### src/hw/rtl/etbc_pkg.sv
// Shared types and constants of the energy-triggered burst capture block.
package etbc_pkg;

    localparam int BLOCK_SAMPLES = 2048;
    localparam int POS_W         = $clog2(BLOCK_SAMPLES);

    localparam int SAMPLE_W = 16;
    localparam int SQ_W     = 2 * SAMPLE_W - 1;
    localparam int SUM_W    = 42;
    localparam int LEN_W    = 21;

    localparam logic [SUM_W-1:0] SUM_MAX   = {SUM_W{1'b1}};
    localparam logic [LEN_W-1:0] LEN_RESET = LEN_W'(111360);

    localparam int CFG_IDX_W  = 2;
    localparam int CFG_DATA_W = SUM_W;

    localparam logic [CFG_IDX_W-1:0] CFG_THRESHOLD = CFG_IDX_W'(0);
    localparam logic [CFG_IDX_W-1:0] CFG_LENGTH    = CFG_IDX_W'(1);

    localparam int Q_DEPTH = 4;
    localparam int Q_PTR_W = $clog2(Q_DEPTH);
    localparam int Q_CNT_W = $clog2(Q_DEPTH + 1);

    // One replayed sample handed from the front to the output queue.
    typedef struct packed {
        logic                       valid;
        logic                       negate;
        logic                       last;
        logic signed [SAMPLE_W-1:0] sample;
    } t_item;

    // One stored queue entry.
    typedef struct packed {
        logic                       negate;
        logic                       last;
        logic signed [SAMPLE_W-1:0] sample;
    } t_entry;

endpackage

### src/hw/rtl/etbc_queue.sv
// Back end: output queue that conjugates samples on the way out.
module etbc_queue (
    input  logic                                 i_clk,
    input  logic                                 i_rst_n,
    input  etbc_pkg::t_item                      i_item,
    output logic [etbc_pkg::Q_CNT_W-1:0]         o_count,
    output logic                                 empty,
    input  logic                                 pop,
    output logic signed [etbc_pkg::SAMPLE_W-1:0] o_sample_out,
    output logic                                 o_burst_last
);

    localparam int PTW = etbc_pkg::Q_PTR_W;
    localparam int CW  = etbc_pkg::Q_CNT_W;

    etbc_pkg::t_entry r_mem [etbc_pkg::Q_DEPTH];
    logic [PTW-1:0]   r_wr_ptr, n_wr_ptr;
    logic [PTW-1:0]   r_rd_ptr, n_rd_ptr;
    logic [CW-1:0]    r_count,  n_count;
    logic             w_pop;
    etbc_pkg::t_entry w_head;

    assign w_pop = pop && !empty;

    // Advance pointers and occupancy
    always_comb begin
        n_wr_ptr = r_wr_ptr;
        n_rd_ptr = r_rd_ptr;
        n_count  = r_count;
        if (i_item.valid) begin
            n_wr_ptr = (r_wr_ptr == PTW'(etbc_pkg::Q_DEPTH - 1)) ? '0 : r_wr_ptr + PTW'(1);
        end
        if (w_pop) begin
            n_rd_ptr = (r_rd_ptr == PTW'(etbc_pkg::Q_DEPTH - 1)) ? '0 : r_rd_ptr + PTW'(1);
        end
        if (i_item.valid && !w_pop) begin
            n_count = r_count + CW'(1);
        end else if (!i_item.valid && w_pop) begin
            n_count = r_count - CW'(1);
        end
    end

    always_ff @(posedge i_clk) begin
        if (!i_rst_n) begin
            r_wr_ptr <= '0;
            r_rd_ptr <= '0;
            r_count  <= '0;
        end else begin
            r_wr_ptr <= n_wr_ptr;
            r_rd_ptr <= n_rd_ptr;
            r_count  <= n_count;
        end
    end

    // Store incoming transaction
    always_ff @(posedge i_clk) begin
        if (i_item.valid) begin
            r_mem[r_wr_ptr] <= '{negate: i_item.negate, last: i_item.last,
                                 sample: i_item.sample};
        end
    end

    // Present head; negation of the most negative value wraps
    assign w_head       = r_mem[r_rd_ptr];
    assign o_sample_out = w_head.negate ? -w_head.sample : w_head.sample;
    assign o_burst_last = w_head.last;
    assign empty        = (r_count == '0);
    assign o_count      = r_count;

`ifndef NO_ASSERTIONS
    a_no_overflow: assert property (@(posedge i_clk) disable iff (!i_rst_n)
        i_item.valid |-> (r_count < CW'(etbc_pkg::Q_DEPTH)))
        else $error("output queue written while full");

    a_count_bound: assert property (@(posedge i_clk) disable iff (!i_rst_n)
        r_count <= CW'(etbc_pkg::Q_DEPTH))
        else $error("output queue occupancy out of range");
`endif

endmodule

### config.mk
export PLATFORM = sky130hd
export DESIGN_NAME = etbc_queue
export DESIGN_NICKNAME = d
export VERILOG_FILES = /design/src/hw/rtl/etbc_pkg.sv /design/src/hw/rtl/etbc_queue.sv
export SDC_FILE = /design/constraint.sdc
export NUM_CORES = 1
export LEC_CHECK = 0
export ABC_AREA = 0
export BUFFER_PORTS_ARGS = -buffer_cell sky130_fd_sc_hd__buf_2
export CAP_MARGIN = 10
export CORE_MARGIN = 4
export CORE_UTILIZATION = 57
export DETAILED_ROUTE_END_ITERATION = 12
export PLACE_DENSITY_LB_ADDON = 0.2
export SLEW_MARGIN = 40
export SYNTH_ARGS = -nofsm -noshare
export SYNTH_HDL_FRONTEND = slang
export SYNTH_SLANG_ARGS = --single-unit
### constraint.sdc
create_clock -name i_clk -period 2.6 [get_ports i_clk]
set_clock_uncertainty 0.05 [all_clocks]
set_input_delay 0.39 -clock i_clk [delete_from_list [all_inputs] [get_ports i_clk]]
set_output_delay 0.39 -clock i_clk [all_outputs]
set_load 0.1 [all_outputs]
# Word-level counts from Yosys, hierarchy flattened
# Memories as Yosys holds them, arrays and structs flattened. A register that Yosys moved wholly into a read port is not among the register bits.
# Cells that the tools add are included.
# classes
eq_ne	2
reduce_logical	8
addsub	5
shifts	0
n_lt_le_gt_ge	0
n_mul	0
mux	9
div_mod_pow	0
n_bitwise	0
# ops
op	count
16-bit two-way mux	1
16-bit negator	1
2-bit two-way mux	4
3-bit two-way mux	2
2-bit by 1-bit adder with 2-bit output, second input constant	2
2-bit == test, second input constant	2
3-bit by 1-bit adder with 3-bit output, second input constant	1
1-bit logical AND	3
1-bit logical NOT	3
3-bit logical NOT	1
3-bit by 1-bit subtractor with 3-bit output, second input constant	1
1-bit two-way mux	2
2-bit nonzero test	1
# totals
latchBits	0
elab_cells	28
mem_bits_ro	0
inputBits	22
output_inout_bits	21
mem_count	1
ramBits	72
reg_bits	7
# mem_list
name	words	width	rd	rd_ports_with_merged_regs	write_ports	line_no	source
r_mem	4	18	1	1	1	etbc_queue.sv:16	etbc_pkg::t_entry r_mem [etbc_pkg::Q_DEPTH];

# Depth between registers and ports, before layout
# Gate-level depths: netlist (run 1).
# depth
depth_word	6
depth_mapped	7
mapped_depth_nobuf	7

# Least setup slack after synthesis (run 1)
# No wires, ideal clock.
# synth_timing
path_type	reg-to-output
startpoint	reg (tool-made name)
endpoint	out o_sample_out[6] (netlist name)
setup_slack_ns	-1.368
path_buffers	1
path_stages_with_launch	8
arrival_time_ns	3.528
required_time_ns	2.160
cell_sequence	dfxtp_1 > buf_6 > mux4_2 > inv_1 > ha_1 > nor3b_2 > a21oi_1 > xnor2_1
# synth_lines
element	line_no	source
end, declared	etbc_queue.sv:9	output logic signed [etbc_pkg::SAMPLE_W-1:0] o_sample_out,

==> results of run 1 <==
-- cells in the final DEF (no fill, tap or decap), types with 3 or more instances in the layout --
| cell type | netlist | routed |
|---|---|---|
| nor4_4 | 2 | 4 |
| mux4_1 | 7 | 4 |
| buf_12 | 0 | 20 |
| edfxtp_1 | 72 | 72 |
| and2_1 | 5 | 5 |
| mux2i_1 | 6 | 4 |
| dfxtp_1 | 9 | 7 |
| mux4_2 | 10 | 13 |
| buf_4 | 1 | 42 |
| xor2_4 | 0 | 10 |
| ha_1 | 7 | 6 |
| inv_1 | 8 | 6 |
| buf_2 | 1 | 26 |
| clkbuf_8 | 0 | 9 |
| nor2b_1 | 5 | 5 |
| a31oi_4 | 0 | 5 |
| buf_6 | 1 | 15 |
| mux2_4 | 0 | 3 |
| nor2_4 | 0 | 4 |
| a41oi_4 | 0 | 4 |
-- logic make-up after synthesis --
logic type,Yosys count
compound gates,15
flops,81
fa+ha+maj,8
mux,25
buf+inv,13
xor+xnor,16
simple gates,28
-- worst paths after layout --
| path | from | endpoint | slack, ps | depth (start not counted) |
|---|---|---|---|---|
| setup / recovery | register | o_sample_out[11] | -500 | 11 |
| hold / removal | i_item[15] | r_mem[1][15] | 220 | 1 |
| setup reg to reg | o_count[0] | o_count[2] | 240 | 7 |
| hold reg to reg | r_rd_ptr[1] | register | 490 | 2 |
-- report_power, final --
group | switching, mW | internal, mW
combinational | 2.64 | 1.74
clock | 0.399 | 0.429
sequential | 0.0682 | 1.51
-- critical path, cell delays in order (launching register included) --
cell and delay, ps:
dfxtp_4 370, buf_12 120, buf_12 120, buf_8 100, mux4_2 590, buf_6 160
nor3_4 110, buf_6 170, buf_6 120, a31oi_4 100, xnor2_4 190, buf_12 190
-- cell type report --
type / instances / area (um2)
sequential: 81 / 2350
multi-input combinational: 93 / 1597
timing repair buffer: 104 / 1030
fill: 190 / 611.8
clock buffer: 10 / 127.6
tap: 75 / 93.84
clock inverter: 4 / 46.29
inverter: 8 / 30.03
-- metal layers --
layer / wire (um) / track usage [%] / vias to the layer above
met2: 5162 / 46.19 / 105
met3: 508 / 4.995 / 20
met5: 0 / 0 / -
met4: 215 / 12.66 / 0
li1: - / - / 958
met1: 3420 / 29.93 / 1123
-- flip-flops by register name, indices dropped and copies added, names as in the netlist, named ones only --
signal	flops
r_rd_ptr	2
o_count	3
r_wr_ptr	2
r_mem	72
-- stage by stage --
stage	util, %	TNS, ps	cell area, um2	power, mW
finish	89.60	-5681	5274	6.779
global route	89.60	-6753	5274	6.994
CTS	87.16	-4587	5130	6.493
detailed placement	75.70	-962.1	4456	5.193
global placement	75.70	-101.8	4456	5.127
floorplan	-	-5538	3721	4.062
-- what timing repair did --
item	CTS	global route
resized for setup	65	13
setup endpoints to repair	15	16
hold buffers	0	0
cloned	1	0
pin swaps	17	14
buffers inserted	20	13
==> flow_summary_export.csv, run 1 <==
group,metric,value,unit
critical_path,path_class,"reg2out",
die,num_rows,28,
clock_network,tritoncts,"yes",
clock_network,cts_made_buffers,9,
final_layout,insertedDiodeCount,0,
logic_synthesis,synth_seq_area_share,67.92,%
logic_synthesis,synth_commonest_cells,"edfxtp_1, xor2_1, mux4_2",
logic_synthesis,yosys_top_cell_by_area,"edfxtp_1",
grt,grtUsageTotal,25.91,%
final_layout,area.growth.synth_to_final,52.94,%
logic_synthesis,post_synth_inst_count,186,
logic_synthesis,synth.mux.area_fraction,14.26,%
placement,hpwlAfterDp,4702,um
die,die_area,7358,um2
grt,vias_in_the_first_global_route,2418,
logic_synthesis,synth_ff_type,"edfxtp_1",
routing,initialDrtViolationCount,172,
sta,fin_crit,3103,ps
logic_synthesis,synth_area_leaders,"edfxtp_1, mux4_2, mux4_1",
critical_path,worst-path-max-fanout,7,
sta,tightestPinTransition,494.2,ps
clock_network,h_tree_depth,3,
final_layout,final_cell_count_no_fill,375,
sta,fmax,322.3,MHz
critical_path,timing.critical_path.arrival,2660,ps
placement,port_buffers,42,
logic_synthesis,post_synth_fa_ha_maj_area_fraction,3.120,%
critical_path,worstSetupStartpointType,"register",
logic_synthesis,main_combinational_cell_family_by_area_after_synthesis,"multiplexers",
sta,max_slew_margin,67.28,%
die,core_region_area,5886,um2
power,power_leakage,1.903,nW
placement,detailedPlace.worstSlack,-155.1,ps
routing,routed-via-count,2206,
routing,route.detailed.wl_per_inst,24.82,um
logic_synthesis,synth_compound_area_share,2.939,%
sta,final_hold_viol_count,0,
logic_synthesis,synth_simple_gate_area_share,5.588,%
status,result_of_the_run,"complete, but fails checks",
routing,vias_per_cell,5.883,
critical_path,worst-endpoint-required,2160,ps
logic_synthesis,synth.most_common_cell,"edfxtp_1",
critical_path,worst_setup_path_end_kind,"primary output",
sta,setup_repair_after_global_routing_missed_its_margin,"yes",
logic_synthesis,post_synthesis_share_of_cell_area_spent_on_xor_and_xnor_gates,4.064,%
clock_network,cts.root.buffer_cell,"clkbuf_8",
logic_synthesis,synthesis.nets,216,
placement,gp_congestion,0.7546,
clock_network,cts.clk_slew.worst_paths,70,ps
routing,drt_first_pass_iters,4,
sta,fin_crit_share,119.3,%
sta,hold_ws,222.5,ps
grt,grt_first_pass_wirelength,13610,um
power,power.ir.vdd_worst,1.494,mV
die,starting_utilization_of_the_core_area,58.59,%
job,drv_cap,0,
sta,finalSetupViolCount,15,
sta,final_critical_path_setup_slack,-502.7,ps
power,power_per_cell_area,1285,nW/um2
sta,drv_slew,0,
routing,antenna_violating_nets_post_route,0,
status,failed_checks,"negative setup slack",
grt,grt_antenna_before_repair,0,
logic_synthesis,synth_area,3448,um2
clock_network,clock-sinks,81,
die,die_height,85.78,um
logic_synthesis,yosys.area.top_type_share,62.70,%
logic_synthesis,synth_async_sr_flop_share,0,%
grt,grt_overflow,0,
min_path,hold_path.class,"in2reg",
final_layout,num-nets-final,327,
routing,remaining_drc_errors,0,
logic_synthesis,synth.lib_cells_used.distinct,31,
routing,finalWirelength,9306,um
logic_synthesis,yosys_warnings,0,
logic_synthesis,mean_instance_size_in_the_synthesized_netlist,18.54,um2
final_layout,layout-drive-gt1-share,59.67,%
logic_synthesis,postSynthRegisterBits,81,
placement,numPlacedInstances,328,
die,fp.dieW,85.78,um
grt,grt_start_max_net_pins,19,
logic_synthesis,synth-edff-count,72,
die,design.portCount,43,
clock_network,cts.path.max_buffers,2,
clock_network,insertion_delay,330,ps
Note: power is estimated with default switching activity, not from simulation.
==> inputs of run 2 (changes only) <==
- ABC_AREA: 0 -> 1
- CORE_UTILIZATION: 57 -> 58
==> flow_summary_export.csv, run 2 <==
group,metric,value,unit
status,result_of_the_run,"complete, but fails checks",
status,failed_checks,"negative setup slack",
clock_network,tritoncts,"yes",
routing,drt_first_pass_iters,4,
clock_network,insertion_delay,350,ps
sta,max_slew_margin,47.44,%
die,num_rows,29,
final_layout,insertedDiodeCount,0,
die,fp.dieW,88.48,um
clock_network,cts_made_buffers,9,
logic_synthesis,yosys_warnings,0,
die,die_area,7828,um2
placement,postPlaceCellArea,4318,um2
critical_path,worst-endpoint-required,2160,ps
critical_path,worst-path-max-fanout,16,
logic_synthesis,post_synth_inst_count,348,
job,drv_cap,0,
placement,gp_congestion,0.8264,
routing,finalWirelength,8948,um
critical_path,worstSetupStartpointType,"register",
final_layout,fill_cells,383,
final_layout,flip_flop_count_of_the_largest_register_all_copies_and_words_added,72,
critical_path,path_class,"reg2out",
logic_synthesis,synth_area,3756,um2
sta,fin_crit,2732,ps
die,core_region_area,6314,um2
sta,fmax,366.0,MHz
logic_synthesis,yosys.area.top_type_share,57.56,%
logic_synthesis,synth-edff-count,72,
logic_synthesis,synth.lib_cells_used.distinct,33,
routing,routed-via-count,2770,
final_layout,largest_register,"r_mem",
clock_network,clock-sinks,81,
grt,vias_in_the_first_global_route,2575,
grt,grt_first_pass_wirelength,12790,um
sta,final_critical_path_setup_slack,-132.2,ps
logic_synthesis,synthesis.nets,378,
final_layout,num-nets-final,441,
sta,final_hold_viol_count,0,
clock_network,cts.path.max_buffers,2,
final_layout,layout.cells.most_common_list,"nand2_1, edfxtp_1, nand3_1",
grt,grt_util_met1,28.19,%
clock_network,h_tree_depth,3,
logic_synthesis,synth.most_common_cell,"nand2_1",
final_layout,final_area,4912,um2
clock_network,cts.clk_slew.worst_paths,80,ps
logic_synthesis,synth_seq_area_share,62.36,%
sta,finalSetupViolCount,6,
min_path,hold_path.class,"in2reg",
routing,vias_per_cell,5.619,
logic_synthesis,synth_async_sr_flop_share,0,%
clock_network,cts.root.buffer_cell,"clkbuf_8",
sta,drv_slew,0,
logic_synthesis,postSynthRegisterBits,81,
die,design.portCount,43,
logic_synthesis,yosys_top_cell_by_area,"edfxtp_1",
critical_path,timing.critical_path.arrival,2290,ps
final_layout,layout-drive-gt1-share,37.74,%
sta,hold_ws,196.7,ps
grt,global_route.usage.met3,5.773,%
logic_synthesis,synth_area_leaders,"edfxtp_1, nand2_1, dfxtp_1",
grt,global_route.peak_usage_layer,"met2",
logic_synthesis,mean_instance_size_in_the_synthesized_netlist,10.79,um2
placement,port_buffers,42,
sta,setup_repair_after_global_routing_missed_its_margin,"yes",
routing,remaining_drc_errors,0,
grt,grt_antenna_before_repair,0,
final_layout,layout_commonest_cell,"nand2_1",
routing,route.detailed.wl_per_inst,18.15,um
grt,grt_overflow,0,
logic_synthesis,synth_commonest_cells,"nand2_1, edfxtp_1, nand3_1",
grt,grtUsageTotal,22.08,%
logic_synthesis,synth_ff_type,"edfxtp_1",
sta,tightestPinTransition,787.6,ps
critical_path,worst_setup_path_end_kind,"primary output",
grt,grt_use_met2,36.85,%
final_layout,area.growth.synth_to_final,30.78,%
routing,antenna_violating_nets_post_route,0,
placement,hpwlAfterDp,5081,um
routing,initialDrtViolationCount,252,
die,die_height,88.48,um
sta,fin_crit_share,105.1,%
die,starting_utilization_of_the_core_area,59.49,%
grt,grt_start_max_net_pins,19,
## run 2: layout make-up
type                    instances  area, um2  area share, %
clock buffers                  10      127.6          2.598
repair buffers                 63      669.4          13.63
flip-flops and latches         81       2359          48.01
multi-input cells             226       1443          29.37
clock inverters                 6      92.59          1.885
well taps                      77      96.34          1.961
inverters                      30      125.1          2.547
## run 2: path summary, 6_finish.rpt
check        startpoint          endpoint  slack [ps]  cells after the start
max            register  o_sample_out[10]        -130                     12
min          i_item[17]      r_mem[0][17]         200                      1
max reg2reg  o_count[2]        o_count[2]         720                     10
min reg2reg  o_count[2]        o_count[2]         460                      2
## run 2: per-stage QoR
stage / util (%) / setup TNS, ps / setup slack, ps / cells
6_report: 77.80 / -343.9 / -132.2 / 493
2_1_floorplan: - / -113.2 / -113.2 / 348
3_3_place_gp: 68.39 / 0 / 230.3 / 463
4_1_cts: 74.00 / 0 / 2.616 / 486
5_1_grt: 77.80 / -1526 / -237.4 / 493
3_5_place_dp: 68.39 / 0 / 111.0 / 463
## run 2: repair_timing
action                                  in CTS  in global routing
hold buffers                                 0                  0
hold endpoints to repair                     0                  0
cloned                                       1                  0
endpoints found under the setup margin      13                 12
gates resized for setup                     15                 48
pin swaps                                    6                 16
buffers inserted                             6                  7
## run 2: critical path, stage by stage (launching register included)
cell,delay (ps)
dfxtp_4,420
inv_8,80
buf_6,150
nand2_1,70
nand3_2,90
nand2_4,140
nand2_2,100
o21ai_4,240
buf_4,160
nand3_1,100
nand2_1,140
inv_2,60
buf_12,160
## run 2: kinds of logic after synthesis
family	after synthesis	synth area share, %
buffers and inverters	41	5.663
XOR/XNOR	7	1.632
AO/OA/AOI/OAI	29	5.463
AND/OR/NAND/NOR	182	22.02
adder cells (fa/ha/maj)	8	2.865
flip-flops	81	62.36
## run 2: routing by layer
layer  up-vias  wire length, um
met5         -                0
li1       1296                -
met4         0              225
met2       122             4711
met3        29              511
met1      1323             3500
Power of run 2 is not shown: default switching activity piles up to over one toggle a cycle in this logic, so the estimate is an artifact.
